--- src/design/spce_pkg.sv ---
// spce_pkg: types, constants and helper functions of the scrambled packet CRC encoder.
// No dependencies; every other file of the block uses it by scoped name.
package spce_pkg;

  localparam int ADDR_W               = 40;
  localparam int CFG_IDX_W            = 2;
  localparam int WHITEN_LEN           = 35;
  localparam int XOROUT_LEN           = 28;
  localparam int SUM_W                = 7;
  localparam int MAX_PACKET_BYTES_DEF = 32;

  localparam logic [CFG_IDX_W-1:0] CFG_ADDRESS_LENGTH   = 2'd0;
  localparam logic [CFG_IDX_W-1:0] CFG_TRANSMIT_ADDRESS = 2'd1;
  localparam logic [CFG_IDX_W-1:0] CFG_CRC_ENABLE       = 2'd2;

  localparam logic [1:0] KIND_PREAMBLE = 2'd0;
  localparam logic [1:0] KIND_ADDRESS  = 2'd1;
  localparam logic [1:0] KIND_PAYLOAD  = 2'd2;
  localparam logic [1:0] KIND_CRC      = 2'd3;

  localparam logic [15:0] CRC_POLY     = 16'h1021;
  localparam logic [15:0] CRC_SEED     = 16'hB5D2;
  localparam logic [15:0] CRC_MSB      = 16'h8000;
  localparam logic [7:0]  PREAMBLE     = 8'h55;
  localparam logic [2:0]  ALEN_RESET   = 3'd5;

  typedef struct packed {
    logic [2:0]        alen;
    logic [ADDR_W-1:0] addr;
    logic              crc_en;
  } cfg_t;

  typedef struct packed {
    logic              hdr;
    logic              pre;
    logic [2:0]        alen;
    logic [ADDR_W-1:0] addr;
    logic [7:0]        pbyte;
    logic              err;
    logic              last;
    logic              crc_en;
    logic [15:0]       xorv;
  } cmd_t;

  function automatic logic [7:0] whiten(input logic [5:0] idx);
    logic [7:0] r;
    case (idx)
      6'd0:  r = 8'he3;  6'd1:  r = 8'hb1;  6'd2:  r = 8'h4b;  6'd3:  r = 8'hea;
      6'd4:  r = 8'h85;  6'd5:  r = 8'hbc;  6'd6:  r = 8'he5;  6'd7:  r = 8'h66;
      6'd8:  r = 8'h0d;  6'd9:  r = 8'hae;  6'd10: r = 8'h8c;  6'd11: r = 8'h88;
      6'd12: r = 8'h12;  6'd13: r = 8'h69;  6'd14: r = 8'hee;  6'd15: r = 8'h1f;
      6'd16: r = 8'hc7;  6'd17: r = 8'h62;  6'd18: r = 8'h97;  6'd19: r = 8'hd5;
      6'd20: r = 8'h0b;  6'd21: r = 8'h79;  6'd22: r = 8'hca;  6'd23: r = 8'hcc;
      6'd24: r = 8'h1b;  6'd25: r = 8'h5d;  6'd26: r = 8'h19;  6'd27: r = 8'h10;
      6'd28: r = 8'h24;  6'd29: r = 8'hd3;  6'd30: r = 8'hdc;  6'd31: r = 8'h3f;
      6'd32: r = 8'h8e;  6'd33: r = 8'hc5;  6'd34: r = 8'h2f;
      default: r = 8'h00;
    endcase
    return r;
  endfunction

  function automatic logic [15:0] xorout(input logic [4:0] idx);
    logic [15:0] r;
    case (idx)
      5'd0:  r = 16'h0000; 5'd1:  r = 16'h3448; 5'd2:  r = 16'h9BA7; 5'd3:  r = 16'h8BBB;
      5'd4:  r = 16'h85E1; 5'd5:  r = 16'h3E8C; 5'd6:  r = 16'h451E; 5'd7:  r = 16'h18E6;
      5'd8:  r = 16'h6B24; 5'd9:  r = 16'hE7AB; 5'd10: r = 16'h3828; 5'd11: r = 16'h8148;
      5'd12: r = 16'hD461; 5'd13: r = 16'hF494; 5'd14: r = 16'h2503; 5'd15: r = 16'h691D;
      5'd16: r = 16'hFE8B; 5'd17: r = 16'h9BA7; 5'd18: r = 16'h8B17; 5'd19: r = 16'h2920;
      5'd20: r = 16'h8B5F; 5'd21: r = 16'h61B1; 5'd22: r = 16'hD391; 5'd23: r = 16'h7401;
      5'd24: r = 16'h2138; 5'd25: r = 16'h129F; 5'd26: r = 16'hB3A0; 5'd27: r = 16'h2988;
      default: r = 16'h0000;
    endcase
    return r;
  endfunction

  function automatic logic [15:0] crc_byte(input logic [15:0] c_in, input logic [7:0] b);
    logic [15:0] c;
    c = c_in ^ {b, 8'h00};
    for (int k = 0; k < 8; k++) begin
      if ((c & CRC_MSB) != 16'h0000) begin
        c = {c[14:0], 1'b0} ^ CRC_POLY;
      end else begin
        c = {c[14:0], 1'b0};
      end
    end
    return c;
  endfunction

endpackage

--- src/design/spce_if.sv ---
// spce_if: valid/ready channel interfaces of the encoder (payload in, packet out, config).
// Depends on spce_pkg for the field widths.
interface spce_payload_if;
  logic       valid;
  logic       ready;
  logic [7:0] payload_byte;
  logic       end_of_payload;
  modport source (output valid, payload_byte, end_of_payload, input ready);
  modport sink   (input valid, payload_byte, end_of_payload, output ready);
endinterface

interface spce_packet_if;
  logic       valid;
  logic       ready;
  logic [7:0] packet_byte;
  logic [1:0] byte_kind;
  logic       end_of_packet;
  logic       length_error;
  modport source (output valid, packet_byte, byte_kind, end_of_packet, length_error,
                  input ready);
  modport sink   (input valid, packet_byte, byte_kind, end_of_packet, length_error,
                  output ready);
endinterface

interface spce_cfg_if;
  logic                           valid;
  logic                           ready;
  logic [spce_pkg::CFG_IDX_W-1:0] index;
  logic [spce_pkg::ADDR_W-1:0]    data;
  modport source (output valid, index, data, input ready);
  modport sink   (input valid, index, data, output ready);
endinterface

--- src/design/spce_queue.sv ---
// spce_queue: two-entry command queue between the front and the back of the encoder.
// Depends on spce_pkg (cmd_t).
module spce_queue (
  input  logic             clk,
  input  logic             rst,
  input  logic             push_valid,
  output logic             push_ready,
  input  spce_pkg::cmd_t   push_cmd,
  output logic             pop_valid,
  input  logic             pop,
  output spce_pkg::cmd_t   pop_cmd
);

  localparam int DEPTH = 2;

  spce_pkg::cmd_t mem [DEPTH];
  logic           wr_ptr;
  logic           rd_ptr;
  logic [1:0]     count;
  logic           push;

  assign push_ready = (count != 2'(DEPTH));
  assign pop_valid  = (count != 2'd0);
  assign push       = push_valid && push_ready;
  assign pop_cmd    = mem[rd_ptr];

  always_ff @(posedge clk) begin
    if (push) begin
      mem[wr_ptr] <= push_cmd;
    end
  end

  always_ff @(posedge clk) begin
    if (rst) begin
      wr_ptr <= 1'b0;
      rd_ptr <= 1'b0;
      count  <= 2'd0;
    end else begin
      if (push) begin
        wr_ptr <= ~wr_ptr;
      end
      if (pop) begin
        rd_ptr <= ~rd_ptr;
      end
      count <= count + {1'b0, push} - {1'b0, pop};
    end
  end

endmodule

--- src/design/spce_front.sv ---
// spce_front: accepts payload items, checks table limits, whitens the byte and
// builds one command per item for the back. Depends on spce_pkg.
module spce_front #(
  parameter int MAX_PACKET_BYTES = spce_pkg::MAX_PACKET_BYTES_DEF
) (
  input  logic           clk,
  input  logic           rst,
  input  spce_pkg::cfg_t cfg,
  input  logic           in_valid,
  output logic           in_ready,
  input  logic [7:0]     in_byte,
  input  logic           in_last,
  output logic           cmd_valid,
  input  logic           cmd_ready,
  output spce_pkg::cmd_t cmd
);

  localparam int IDX_W = $clog2(MAX_PACKET_BYTES + 1);
  localparam int SW    = spce_pkg::SUM_W;

  logic             in_packet;
  logic [IDX_W-1:0] pidx;

  logic [2:0]    alen;
  logic [SW-1:0] alen_s, hdr_s, cnt_s, crcb_s, pnext, xi, widx;
  logic          ok, accept;
  logic [15:0]   xorv;

  function automatic logic [7:0] rev8(input logic [7:0] v);
    logic [7:0] r;
    for (int k = 0; k < 8; k++) begin
      r[k] = v[7-k];
    end
    return r;
  endfunction

  always_comb begin
    if (cfg.alen < 3'd3) begin
      alen = 3'd3;
    end else if (cfg.alen > 3'd5) begin
      alen = 3'd5;
    end else begin
      alen = cfg.alen;
    end
    alen_s = SW'(alen);
    hdr_s  = alen_s + ((alen < 3'd4) ? SW'(1) : SW'(0));
    cnt_s  = SW'(pidx);
    crcb_s = cfg.crc_en ? SW'(2) : SW'(0);
    ok = ((alen_s + cnt_s) < SW'(spce_pkg::WHITEN_LEN)) &&
         ((hdr_s + cnt_s + SW'(1) + crcb_s) <= SW'(MAX_PACKET_BYTES)) &&
         (!cfg.crc_en || ((alen_s - SW'(3) + cnt_s + SW'(1)) < SW'(spce_pkg::XOROUT_LEN)));
    pnext = ok ? (cnt_s + SW'(1)) : cnt_s;
    xi    = alen_s - SW'(3) + pnext;
    widx  = alen_s + cnt_s;
    if ((pnext != SW'(0)) && (xi < SW'(spce_pkg::XOROUT_LEN))) begin
      xorv = spce_pkg::xorout(xi[4:0]);
    end else begin
      xorv = 16'h0000;
    end
  end

  assign in_ready  = cmd_ready;
  assign cmd_valid = in_valid;
  assign accept    = in_valid && cmd_ready;

  always_comb begin
    cmd.hdr    = !in_packet;
    cmd.pre    = (alen < 3'd4);
    cmd.alen   = alen;
    cmd.addr   = cfg.addr;
    cmd.pbyte  = rev8(in_byte) ^ spce_pkg::whiten(widx[5:0]);
    cmd.err    = !ok;
    cmd.last   = in_last;
    cmd.crc_en = cfg.crc_en;
    cmd.xorv   = xorv;
  end

  always_ff @(posedge clk) begin
    if (rst) begin
      in_packet <= 1'b0;
      pidx      <= '0;
    end else if (accept) begin
      if (in_last) begin
        in_packet <= 1'b0;
        pidx      <= '0;
      end else begin
        in_packet <= 1'b1;
        pidx      <= pnext[IDX_W-1:0];
      end
    end
  end

endmodule

--- src/design/spce_back.sv ---
// spce_back: byte sequencer that expands each command into header, payload and CRC
// bytes, runs the CRC and drives the output register. Depends on spce_pkg.
module spce_back (
  input  logic           clk,
  input  logic           rst,
  input  logic           cmd_valid,
  input  spce_pkg::cmd_t cmd,
  output logic           cmd_pop,
  output logic           out_valid,
  input  logic           out_ready,
  output logic [7:0]     out_byte,
  output logic [1:0]     out_kind,
  output logic           out_eop,
  output logic           out_err
);

  typedef enum logic [2:0] {PH_PRE, PH_ADDR, PH_PAY, PH_CRC_HI, PH_CRC_LO} phase_t;

  phase_t      phase;
  logic        mid;
  logic [2:0]  aidx;
  logic [15:0] crc;

  phase_t      ph, ph_next;
  logic [2:0]  ai, ai_next, sel;
  logic [7:0]  b;
  logic [1:0]  kind;
  logic        err, upd, done, emit;

  always_comb begin
    if (mid) begin
      ph = phase;
      ai = aidx;
    end else begin
      ph = cmd.hdr ? (cmd.pre ? PH_PRE : PH_ADDR) : PH_PAY;
      ai = 3'd0;
    end
    sel     = cmd.alen - 3'd1 - ai;
    b       = 8'h00;
    kind    = spce_pkg::KIND_PAYLOAD;
    err     = 1'b0;
    upd     = 1'b0;
    done    = 1'b0;
    ph_next = ph;
    ai_next = ai;
    unique case (ph)
      PH_PRE: begin
        b       = spce_pkg::PREAMBLE;
        kind    = spce_pkg::KIND_PREAMBLE;
        ph_next = PH_ADDR;
      end
      PH_ADDR: begin
        b       = cmd.addr[{sel, 3'b000} +: 8] ^ spce_pkg::whiten({3'b000, ai});
        kind    = spce_pkg::KIND_ADDRESS;
        upd     = 1'b1;
        ai_next = ai + 3'd1;
        ph_next = (ai == cmd.alen - 3'd1) ? PH_PAY : PH_ADDR;
      end
      PH_PAY: begin
        b       = cmd.err ? 8'h00 : cmd.pbyte;
        err     = cmd.err;
        upd     = !cmd.err;
        ph_next = PH_CRC_HI;
        done    = !(cmd.last && cmd.crc_en);
      end
      PH_CRC_HI: begin
        b       = crc[15:8] ^ cmd.xorv[15:8];
        kind    = spce_pkg::KIND_CRC;
        ph_next = PH_CRC_LO;
      end
      PH_CRC_LO: begin
        b    = crc[7:0] ^ cmd.xorv[7:0];
        kind = spce_pkg::KIND_CRC;
        done = 1'b1;
      end
      default: begin
        done = 1'b1;
      end
    endcase
  end

  assign emit    = cmd_valid && (!out_valid || out_ready);
  assign cmd_pop = emit && done;

  always_ff @(posedge clk) begin
    if (rst) begin
      mid       <= 1'b0;
      phase     <= PH_PRE;
      aidx      <= 3'd0;
      crc       <= spce_pkg::CRC_SEED;
      out_valid <= 1'b0;
    end else begin
      if (out_ready) begin
        out_valid <= 1'b0;
      end
      if (emit) begin
        out_valid <= 1'b1;
        out_byte  <= b;
        out_kind  <= kind;
        out_err   <= err;
        out_eop   <= done && cmd.last;
        mid       <= !done;
        phase     <= ph_next;
        aidx      <= ai_next;
        if (done && cmd.last) begin
          crc <= spce_pkg::CRC_SEED;
        end else if (upd) begin
          crc <= spce_pkg::crc_byte(crc, b);
        end
      end
    end
  end

endmodule

--- src/design/scrambled_packet_crc_encoder.sv ---
// scrambled_packet_crc_encoder: top level; configuration registers, front, queue, back.
// Depends on spce_pkg, spce_if, spce_front, spce_queue and spce_back.
//
// Turns a stream of payload bytes into whitened packet bytes. A payload item that is
// neither first nor last gives one output byte and the block takes one such item per
// cycle while the queue is not full. The first item of a packet also gives the header
// (optional 0x55 preamble and three to five address bytes), and with CRC enabled the
// last item adds two CRC bytes; the back sequencer emits one byte per cycle into the
// output register while the receiver is ready, and a two-entry queue lets the front
// keep accepting until it fills. Dropped bytes come out as a flagged zero byte that is
// not part of the packet. Configuration is always ready.
module scrambled_packet_crc_encoder #(
  parameter int MAX_PACKET_BYTES = spce_pkg::MAX_PACKET_BYTES_DEF
) (
  input  logic           clk,
  input  logic           rst,
  spce_payload_if.sink   payload,
  spce_packet_if.source  packet,
  spce_cfg_if.sink       cfg
);

  spce_pkg::cfg_t cfg_reg;

  logic           f_valid, f_ready, q_valid, q_pop;
  spce_pkg::cmd_t f_cmd, q_cmd;

  assign cfg.ready = 1'b1;

  always_ff @(posedge clk) begin
    if (rst) begin
      cfg_reg.alen   <= spce_pkg::ALEN_RESET;
      cfg_reg.addr   <= '0;
      cfg_reg.crc_en <= 1'b0;
    end else if (cfg.valid) begin
      case (cfg.index)
        spce_pkg::CFG_ADDRESS_LENGTH:   cfg_reg.alen   <= cfg.data[2:0];
        spce_pkg::CFG_TRANSMIT_ADDRESS: cfg_reg.addr   <= cfg.data;
        spce_pkg::CFG_CRC_ENABLE:       cfg_reg.crc_en <= cfg.data[0];
        default: ;
      endcase
    end
  end

  spce_front #(.MAX_PACKET_BYTES(MAX_PACKET_BYTES)) u_front (
    .clk       (clk),
    .rst       (rst),
    .cfg       (cfg_reg),
    .in_valid  (payload.valid),
    .in_ready  (payload.ready),
    .in_byte   (payload.payload_byte),
    .in_last   (payload.end_of_payload),
    .cmd_valid (f_valid),
    .cmd_ready (f_ready),
    .cmd       (f_cmd)
  );

  spce_queue u_queue (
    .clk        (clk),
    .rst        (rst),
    .push_valid (f_valid),
    .push_ready (f_ready),
    .push_cmd   (f_cmd),
    .pop_valid  (q_valid),
    .pop        (q_pop),
    .pop_cmd    (q_cmd)
  );

  spce_back u_back (
    .clk       (clk),
    .rst       (rst),
    .cmd_valid (q_valid),
    .cmd       (q_cmd),
    .cmd_pop   (q_pop),
    .out_valid (packet.valid),
    .out_ready (packet.ready),
    .out_byte  (packet.packet_byte),
    .out_kind  (packet.byte_kind),
    .out_eop   (packet.end_of_packet),
    .out_err   (packet.length_error)
  );

endmodule

--- src/flat_wrapper.sv ---
// flat-port wrapper written by rule: the top's interface ports become plain ports
module scrambled_packet_crc_encoder_flat 
#(
  parameter int MAX_PACKET_BYTES = spce_pkg::MAX_PACKET_BYTES_DEF
)
  (clk, rst, payload_valid, payload_payload_byte, payload_end_of_payload, payload_ready, packet_valid, packet_packet_byte, packet_byte_kind, packet_end_of_packet, packet_length_error, packet_ready, cfg_valid, cfg_index, cfg_data, cfg_ready);
  spce_payload_if payload_i ();
  spce_packet_if packet_i ();
  spce_cfg_if cfg_i ();
  input  logic clk;
  input  logic rst;
  input wire logic [$bits(payload_i.valid)-1:0] payload_valid;
  input wire logic [$bits(payload_i.payload_byte)-1:0] payload_payload_byte;
  input wire logic [$bits(payload_i.end_of_payload)-1:0] payload_end_of_payload;
  output wire logic [$bits(payload_i.ready)-1:0] payload_ready;
  output wire logic [$bits(packet_i.valid)-1:0] packet_valid;
  output wire logic [$bits(packet_i.packet_byte)-1:0] packet_packet_byte;
  output wire logic [$bits(packet_i.byte_kind)-1:0] packet_byte_kind;
  output wire logic [$bits(packet_i.end_of_packet)-1:0] packet_end_of_packet;
  output wire logic [$bits(packet_i.length_error)-1:0] packet_length_error;
  input wire logic [$bits(packet_i.ready)-1:0] packet_ready;
  input wire logic [$bits(cfg_i.valid)-1:0] cfg_valid;
  input wire logic [$bits(cfg_i.index)-1:0] cfg_index;
  input wire logic [$bits(cfg_i.data)-1:0] cfg_data;
  output wire logic [$bits(cfg_i.ready)-1:0] cfg_ready;
  assign payload_i.valid = payload_valid;
  assign payload_i.payload_byte = payload_payload_byte;
  assign payload_i.end_of_payload = payload_end_of_payload;
  assign payload_ready = payload_i.ready;
  assign packet_valid = packet_i.valid;
  assign packet_packet_byte = packet_i.packet_byte;
  assign packet_byte_kind = packet_i.byte_kind;
  assign packet_end_of_packet = packet_i.end_of_packet;
  assign packet_length_error = packet_i.length_error;
  assign packet_i.ready = packet_ready;
  assign cfg_i.valid = cfg_valid;
  assign cfg_i.index = cfg_index;
  assign cfg_i.data = cfg_data;
  assign cfg_ready = cfg_i.ready;
  scrambled_packet_crc_encoder #(.MAX_PACKET_BYTES(MAX_PACKET_BYTES)) u_core (.clk(clk), .rst(rst), .payload(payload_i), .packet(packet_i), .cfg(cfg_i));
endmodule
--- config.mk ---
export PLATFORM = sky130hd
export DESIGN_NAME = scrambled_packet_crc_encoder_flat
export DESIGN_NICKNAME = d
export VERILOG_FILES = /design/src/design/spce_pkg.sv /design/src/design/spce_if.sv /design/src/design/spce_queue.sv /design/src/design/spce_front.sv /design/src/design/spce_back.sv /design/src/design/scrambled_packet_crc_encoder.sv /design/src/flat_wrapper.sv
export SDC_FILE = /design/constraint.sdc
export NUM_CORES = 1
export LEC_CHECK = 0
export BUFFER_PORTS_ARGS = -buffer_cell sky130_fd_sc_hd__buf_2
export CAP_MARGIN = 20
export CORE_MARGIN = 10
export CORE_UTILIZATION = 60
export DETAILED_ROUTE_END_ITERATION = 16
export PLACE_DENSITY = 0.78
export SLEW_MARGIN = 20
export SYNTH_ARGS = -nofsm -noshare
export SYNTH_HDL_FRONTEND = slang
export SYNTH_HIERARCHICAL = 1
export SYNTH_SLANG_ARGS = --single-unit
--- constraint.sdc ---
create_clock -name clk -period 6.7 [get_ports clk]
set_input_delay 1.34 -clock clk [delete_from_list [all_inputs] [get_ports clk]]
set_output_delay 1.34 -clock clk [all_outputs]
set_load 0.02 [all_outputs]
# [Yosys cells after proc, flatten, opt, wreduce, memory -nomap -nowiden]
# Memory sizes are Yosys's and may differ from the RTL's. A register that Yosys moved wholly into a read port is not among the register bits.
# Cells that the tools add are included.
[word_totals] out_inout_bits=15 ff_bits=91 mem_count=4 romBits=1088 mem_bits_rw=144 wordCells=163
[op_classes] reduce_logical=30 n_lt_le_gt_ge=7 addsub=15 shifts=1 mux=65 eq_ne=8 bitwise_logic=16
[memory_table] memory="(no name shown)" depth=64 width=8 rd=1 rd_ports_with_merged_regs=0 wr=0 line_no="spce_pkg.sv:47" text="case (idx)"
[memory_table] memory="(no name shown)" depth=32 width=16 rd=1 rd_ports_with_merged_regs=0 wr=0 line_no="spce_pkg.sv:64" text="case (idx)"
[memory_table] memory="u_core.u_queue.mem" depth=2 width=72 rd=1 rd_ports_with_merged_regs=1 wr=1 line_no="spce_queue.sv:16" text="spce_pkg::cmd_t mem [DEPTH];"
[memory_table] memory="(no name shown)" depth=8 width=8 rd=1 rd_ports_with_merged_regs=0 wr=0 line_no="spce_pkg.sv:47"
[ops] operator="2-to-1 mux 16 bit" count=31
[ops] operator="2-to-1 mux 13 bit" count=8
[ops] operator="one-hot mux 8 bit (5 select lines)" count=1
[ops] operator="variable part select 40 x 7 -> 8 bit" count=1
[ops] operator="XOR 8 bit" count=4
[ops] operator="NOT 3 bit" count=8
[ops] operator="2-to-1 mux 3 bit" count=6
[ops] operator="2-to-1 mux 8 bit" count=2
[ops] operator="XOR 16 bit" count=1
[ops] operator="adder 7 x 1 -> 7 bit (second input constant)" count=2
[ops] operator="less-than comparator 7 x 5 -> 1 bit (second input constant)" count=2
[ops] operator="one-hot mux 3 bit (4 select lines)" count=1
[ops] operator="AND reduction 2 bit" count=5
[ops] operator="2-to-1 mux 1 bit" count=9
[ops] operator="logical AND 1 bit" count=8
[ops] operator="adder 3 x 6 -> 7 bit" count=1
[ops] operator="adder 4 x 6 -> 7 bit" count=1
[ops] operator="adder 6 x 1 -> 7 bit (second input constant)" count=1
[ops] operator="adder 7 x 2 -> 7 bit" count=1
[ops] operator="adder 7 x 6 -> 7 bit" count=1
[ops] operator="adder 7 bit" count=1
[ops] operator="less-or-equal comparator 7 x 6 -> 1 bit (second input constant)" count=1
[ops] operator="logical NOT 1 bit" count=7
[ops] operator="less-than comparator 7 x 6 -> 1 bit (second input constant)" count=1
[ops] operator="30 further kinds" count=38

# [Depth between registers and ports, before layout]
# Gate-level depths: netlist of run 1.
[logic_depth] word_depth=54 mapped_depth=27 mapped_depth_nobuf=26

# [Cells and area by module]
# Netlist of run 1, hierarchy kept.
[modules_own_cells] module="spce_queue" n_inst=1 area_each_um2=5430.2 seq_area_each_um2=4424.2 cells_per_inst=253
[modules_own_cells] module="spce_front" n_inst=1 area_each_um2=3226.8 seq_area_each_um2=140.1 cells_per_inst=473
[modules_own_cells] module="spce_back" n_inst=1 area_each_um2=3155.5 seq_area_each_um2=840.8 cells_per_inst=344
[modules_own_cells] module="scrambled_packet_crc_encoder" n_inst=1 area_each_um2=1993.2 seq_area_each_um2=880.8 cells_per_inst=193

# [Worst setup path before layout of run 1]
# No wires, ideal clock.
[synth_path] path_type="register to register" startpoint="reg u_core/cfg_reg[43] (netlist name)" endpoint="mem u_core/u_queue/mem[0][0] (netlist name), data pin" path_stages_with_launch=26 synth_period_minus_slack_ps=5498 required_time_ps=6496 setup_ps=204 path_slack_ps=1202 arrival_ps=5293 n_path_buf=3 cell_sequence="dfxtp_1 > inv_1 > or3_1 > inv_1 > ha_1 > inv_1 > ha_1 > inv_1 > fa_1 > nor2b_1 > o21a_1 > o21a_1 > o211ai_1 > a221oi_1 > o21a_2 > buf_2 > xnor2_1 > ha_1 > fa_1 > a21o_1 > a21oi_1 > xnor2_1 > clkbuf_1 > clkbuf_1 > nor3_1 > nor4b_1"
[synth_rtl] element="start, declared" line_no="scrambled_packet_crc_encoder.sv:22" text="spce_pkg::cfg_t cfg_reg;"
[synth_rtl] element="end, declared" line_no="spce_queue.sv:16"

==> results of run 1 <==
[where the power goes]
part           switching [mW]  total (mW)  internal, mW
sequential              0.159        2.03          1.87
clock                   0.559        1.36         0.805
combinational            1.33        2.35          1.02
total                    2.05        5.74          3.69
[worst paths after layout]
check | from | to | slack, ns | cells past startpoint
setup / recovery | u_core/cfg_reg[43] | u_core/u_queue/mem[0][12] | 0.52 | 26
hold / removal | u_core/cfg_reg[1] | u_core/u_queue/mem[1][27] | 0.45 | 0
setup reg to reg | u_core/cfg_reg[43] | u_core/u_queue/mem[0][12] | 0.52 | 26
hold reg to reg | u_core/cfg_reg[1] | u_core/u_queue/mem[1][27] | 0.45 | 0
[placed cells by master (no fill, tap or decap), types with 7 or more instances in the layout]
cell	n
ha_1	47
clkbuf_16	25
nand4_1	7
a22oi_1	10
or3_1	10
nor2b_1	9
nor3_1	19
inv_1	35
conb_1	7
nand2_1	68
buf_4	16
and3_1	10
a31oi_1	9
nand3_1	20
o21ai_0	35
a211oi_1	19
xor2_1	20
mux2_2	50
buf_2	69
o22ai_1	16
nor2_1	86
a21oi_1	51
edfxtp_1	156
nand2b_1	92
mux4_2	8
o211ai_1	11
dfxtp_1	79
mux2_1	24
clkbuf_8	7
mux2i_1	59
xnor2_1	47
[per-stage QoR]
step,cells,utilization (%),power [mW]
floorplan,1268,-,3.81
global placement,1516,61.5,4.30
detailed placement,1516,61.5,4.34
CTS,1562,65.2,5.73
global route,1567,65.5,6.03
finish,1567,65.5,5.74
[timing repair]
item | in CTS | in global routing
setup endpoints to repair | 0 | 32
hold buffers | 0 | 0
resized for setup | 0 | 4
endpoints found under the hold margin | 0 | 0
setup buffers | 0 | 4
[kinds of logic (layout without fill, tap and decap cells)]
kind of cell,after synthesis,after routing,share of synthesized area [%]
compound gates,223,223,11.0
xor+xnor,80,80,6.09
fa+ha+maj,52,52,4.98
buf+inv,156,170,6.12
flops,236,236,45.5
mux,142,142,11.8
other cells,2,7,0.0544
simple gates,372,372,14.4
[area by class of cell]
| cell class | instances | area [µm²] | share of cell area (%) |
|---|---|---|---|
| Timing Repair inverter | 1 | 5.00 | 0.0338 |
| Tap cell | 285 | 357 | 2.41 |
| Clock inverter | 9 | 81.3 | 0.549 |
| Sequential cell | 236 | 6290 | 42.4 |
| Multi-Input combinational cell | 876 | 6740 | 45.5 |
| Clock buffer | 37 | 741 | 5.00 |
| Inverter | 38 | 146 | 0.988 |
| Timing Repair Buffer | 85 | 465 | 3.14 |
[layer usage]
layer | global-route usage [%] | wire length, µm | vias up
met4 | 5.26 | 702 | 0
met3 | 3.67 | 2190 | 50
met1 | 29.1 | 13800 | 4601
li1 | - | - | 4532
met5 | 0 | 0 | -
met2 | 31.2 | 13800 | 351
==> results.yml, run 1 <==
worst_setup_path:
  critPathArrivalTime_ns: 6.45
  slowest_delay_ns: 0.51
  critPathSlowestCell: "mux2i_4"
  crit_path_max_fanout: 16
  cpLargestDelayFamily: "compound AO/OA/AOI/OAI gates"
  crit_top_cell: "inv_1"
  worstPathRequired_ns: 6.97
  start_kind: "register"
  crit_buf_inv: 5
  crit_type: "reg2reg"
  cp-end-kind: "register"
yosys:
  synth-seq-cells: 236
  synth_cell_types: 95
  synth_area_per_cell_um2: 10.9
  synth_top_cell_by_area: "edfxtp_1"
  synth_edf_count: 156
  yosysTopAreaCellShare_pct: 33.9
  synth-main-ff-cell: "edfxtp_1"
  syn-cell-area_um2: 13800
  async_flop_share_pct: 0
  synthCells: 1263
  yosys_warnings: 6
  synth.most_common_cell: "edfxtp_1"
  ys_seq_area_share_pct: 45.5
  synth_area_leaders: "edfxtp_1 (34%), dfxtp_1 (12%), mux2i_1 (4.3%)"
  synth.top_cells.by_count: "edfxtp_1 (156), nand2b_1 (92), nor2_1 (86), dfxtp_1 (80), nand2_1 (68)"
min_path:
  holdCritPathClass: "reg2reg"
power:
  leakagePower_nw: 5.57
  power_density_nw_per_um2: 387
  ir_drop_mv: 0.272
sta:
  worst-slew-pin-transition_ns: 1.05
  holdWs_ns: 0.451
  fmax_mhz: 162
  final-hold-violation-count: 0
  fin_tns_setup_ns: 0
  clock_skew_ns: 0.0112
  min_period_ns: 6.18
  setup_violations: 0
  slew_viol_final: 0
  rsz0062_at_grt: "no"
  setup_slack_ns: 0.523
  finalCritPeriodShare_pct: 92.2
  slew_headroom_pct: 30.1
layout:
  final_area_um2: 14800
  n_antenna_cell: 0
  nets: 1371
  largest_reg_flops: 144
  layout-drive-gt1-share_pct: 16.6
  n_fill_cell: 1715
  area_delta_synth_final_pct: 7.38
grt:
  grt_max_degree: 106
  grt_pass1_vias: 9019
  grt_usage_pct: 20.3
  grt.overflow.total: 0
  grt_pass1_wl_mm: 48.5
  antenna_found_initial: 0
detailed_routing:
  drt_iter0_markers: 820
  drt_drc_violations_left: 0
  postRouteAntennaNets: 0
  postRouteWirelength_mm: 30.5
  firstDrtPassIters: 7
  viasPerCell: 6.08
  vias: 9534
  wl_per_cell_um: 19.5
place:
  hpwl_mm: 21.1
  place_congestion: 0.944
  place_area_um2: 13900
  numPortBuffers: 69
  place_ws_ns: 0.365
floorplanning:
  rows: 55
  initial_core_util_pct: 61.0
  coreArea_um2: 22600
  die_h_um: 172
  ios: 71
  die-area_um2: 29500
  die_w_um: 172
cts:
  cts_tree: "built"
  clkTransAtPathRegs_ns: 0.06
  cts_sinks: 236
  htreeDepth: 1
  clock_latency_ns: 0.53
  cts_buffers: 25
  clk_path_buf_depth: 3
  clockRootBuffer: "clkbuf_16"
outcome:
  status: "finished clean"
job:
  maxCapViolations: 0
Note: power is estimated with default switching activity, not from simulation.
==> inputs of run 2 (changes only) <==
--- a/config.mk
+++ b/config.mk
@@ -11,6 +11,8 @@
 export CORE_UTILIZATION = 60
 export DETAILED_ROUTE_END_ITERATION = 16
 export PLACE_DENSITY = 0.78
+export REMOVE_ABC_BUFFERS = 1
+export SETUP_SLACK_MARGIN = 0.4
 export SLEW_MARGIN = 20
 export SYNTH_ARGS = -nofsm -noshare
 export SYNTH_HDL_FRONTEND = slang
==> run 2 against run 1 <==
Clock power about the same; sequential power is essentially flat; sequential cell count did not move; via count down 0.23%; first-iteration DRC count up 20%; critical path depth did not move; fmax grew 3.5%; largest power group unchanged; count of clock-buffer cells in the layout fell by 8; combinational power barely moved; clock skew increased by 0.0089 ns; design area grew 0.21%; sequential share of layout area shrank 0.089 points.
==> results.yml, run 2 (synthesized netlist as in run 1, its figures left out) <==
place:
  place_area_um2: 14000
  numPortBuffers: 69
  place_congestion: 0.921
  hpwl_mm: 20.1
  place_ws_ns: 0.690
worst_setup_path:
  crit_path_max_fanout: 8
  crit_type: "reg2reg"
  start_kind: "register"
  critPathArrivalTime_ns: 6.27
  cp-end-kind: "register"
  crit_top_cell: "inv_1"
  critPathSlowestCell: "or3_1"
  worstPathRequired_ns: 7.00
  slowest_delay_ns: 0.48
floorplanning:
  initial_core_util_pct: 61.0
  die_w_um: 172
  ios: 71
  coreArea_um2: 22600
  die_h_um: 172
  rows: 55
  die-area_um2: 29500
layout:
  layout_common_cells: "edfxtp_1 (156), nand2b_1 (92), nor2_1 (86), dfxtp_1 (79), buf_2 (69)"
  n_fill_cell: 1703
  multi_input_area_um2: 6760
  layout_commonest_cell: "edfxtp_1"
  area_delta_synth_final_pct: 7.60
  nets: 1374
  layout-drive-gt1-share_pct: 16.8
  largest_reg_flops: 144
  final_area_um2: 14900
  seq_area_um2: 6290
sta:
  slew_viol_final: 0
  worst-slew-pin-transition_ns: 1.09
  min_period_ns: 5.97
  slew_headroom_pct: 26.7
  finalCritPeriodShare_pct: 89.1
  fmax_mhz: 168
  final-hold-violation-count: 0
  setup_violations: 0
  clock_skew_ns: 0.0201
  rsz0062_at_grt: "no"
  setup_slack_ns: 0.730
  fin_tns_setup_ns: 0
outcome:
  status: "finished clean"
power:
  leakagePower_nw: 5.57
  power_density_nw_per_um2: 386
  power_mw: 5.73
  ir_drop_mv: 0.306
detailed_routing:
  postRouteAntennaNets: 0
  postRouteWirelength_mm: 30.0
  drt_drc_violations_left: 0
  wl_per_cell_um: 19.1
  viasPerCell: 6.06
  drt_iter0_markers: 981
  firstDrtPassIters: 5
  vias: 9512
job:
  maxCapViolations: 0
cts:
  clockRootBuffer: "clkbuf_16"
  clkTransAtPathRegs_ns: 0.06
  htreeDepth: 1
  cts_buffers: 24
  cts_sinks: 236
  clk_path_buf_depth: 3
  clock_latency_ns: 0.53
  cts_tree: "built"
grt:
  antenna_found_initial: 1
  grt_pass1_wl_mm: 47.7
  grt_usage_pct: 19.9
  grt_pass1_vias: 9279
  grt_max_degree: 111
  grt.overflow.total: 0
min_path:
  holdCritPathClass: "reg2reg"
## run 2: cell types whose count changed in the layout (fill, tap and decap cells not counted), moves of 2 or more
cell,change
bufinv_16,+2
buf_4,+3
xnor2_1,+2
xnor2_2,-2
clkbuf_8,-6
clkinv_2,+4
clkbuf_1,-2
## run 2: final cells by class
type	count	area share, %
clock inverter	15	1.05
clock buffer	29	4.38
multi-input combinational	877	45.5
timing repair buffer	88	3.28
antenna	1	0.0168
timing repair inverter	1	0.0337
sequential	236	42.3
tap	285	2.40
inverter	38	0.985
## run 2: metrics by stage
step                      hold slack, ns  std cells  utilization, %
after floorplan                    0.427       1150               -
after global placement             0.433       1521            61.7
after detailed placement           0.439       1521            61.7
after CTS                          0.457       1565            65.2
after global routing               0.462       1570            65.6
final                              0.452       1570            65.6
## run 2: final timing paths
| kind | startpoint | end | depth (start not counted) | slack, ns |
|---|---|---|---|---|
| hold reg to reg | u_core/cfg_reg[9] | u_core/u_queue/mem[1][35] | 0 | 0.45 |
| hold / removal | u_core/cfg_reg[9] | u_core/u_queue/mem[1][35] | 0 | 0.45 |
| setup reg to reg | u_core/cfg_reg[43] | u_core/u_queue/mem[1][9] | 26 | 0.73 |
| setup / recovery | u_core/cfg_reg[43] | u_core/u_queue/mem[1][9] | 26 | 0.73 |
## run 2: power breakdown
part	internal, mW	total, mW	switching, mW
registers	1.87	2.00	0.134
clock network	0.809	1.36	0.552
logic	1.03	2.37	1.34
## run 2: what timing repair did
action                                  CTS  global route
gates resized for setup                   0             9
endpoints found under the setup margin    0            32
buffers inserted                          0             2
hold buffers                              0             0
hold endpoints to repair                  0             0
## run 2: critical path, delay by kind of cell, from the launching register on
| kind | cells | cell delay [ns] |
|---|---|---|
| xor+xnor | 2 | 0.25 |
| compound gates | 10 | 2.05 |
| mux | 1 | 0.20 |
| fa+ha+maj | 5 | 1.44 |
| simple gates | 3 | 1.01 |
| buf+inv | 5 | 0.49 |
| flops | 1 | 0.33 |
## run 2: metal layers
layer	vias up	wire length [µm]	share of wire, %	global-route usage [%]
li1	4543	-	-	-
met1	4621	13700	46	27.4
met2	287	14000	47	32.1
met3	61	1520	5.1	2.27
met4	0	809	2.7	6.24
met5	-	0	0	0
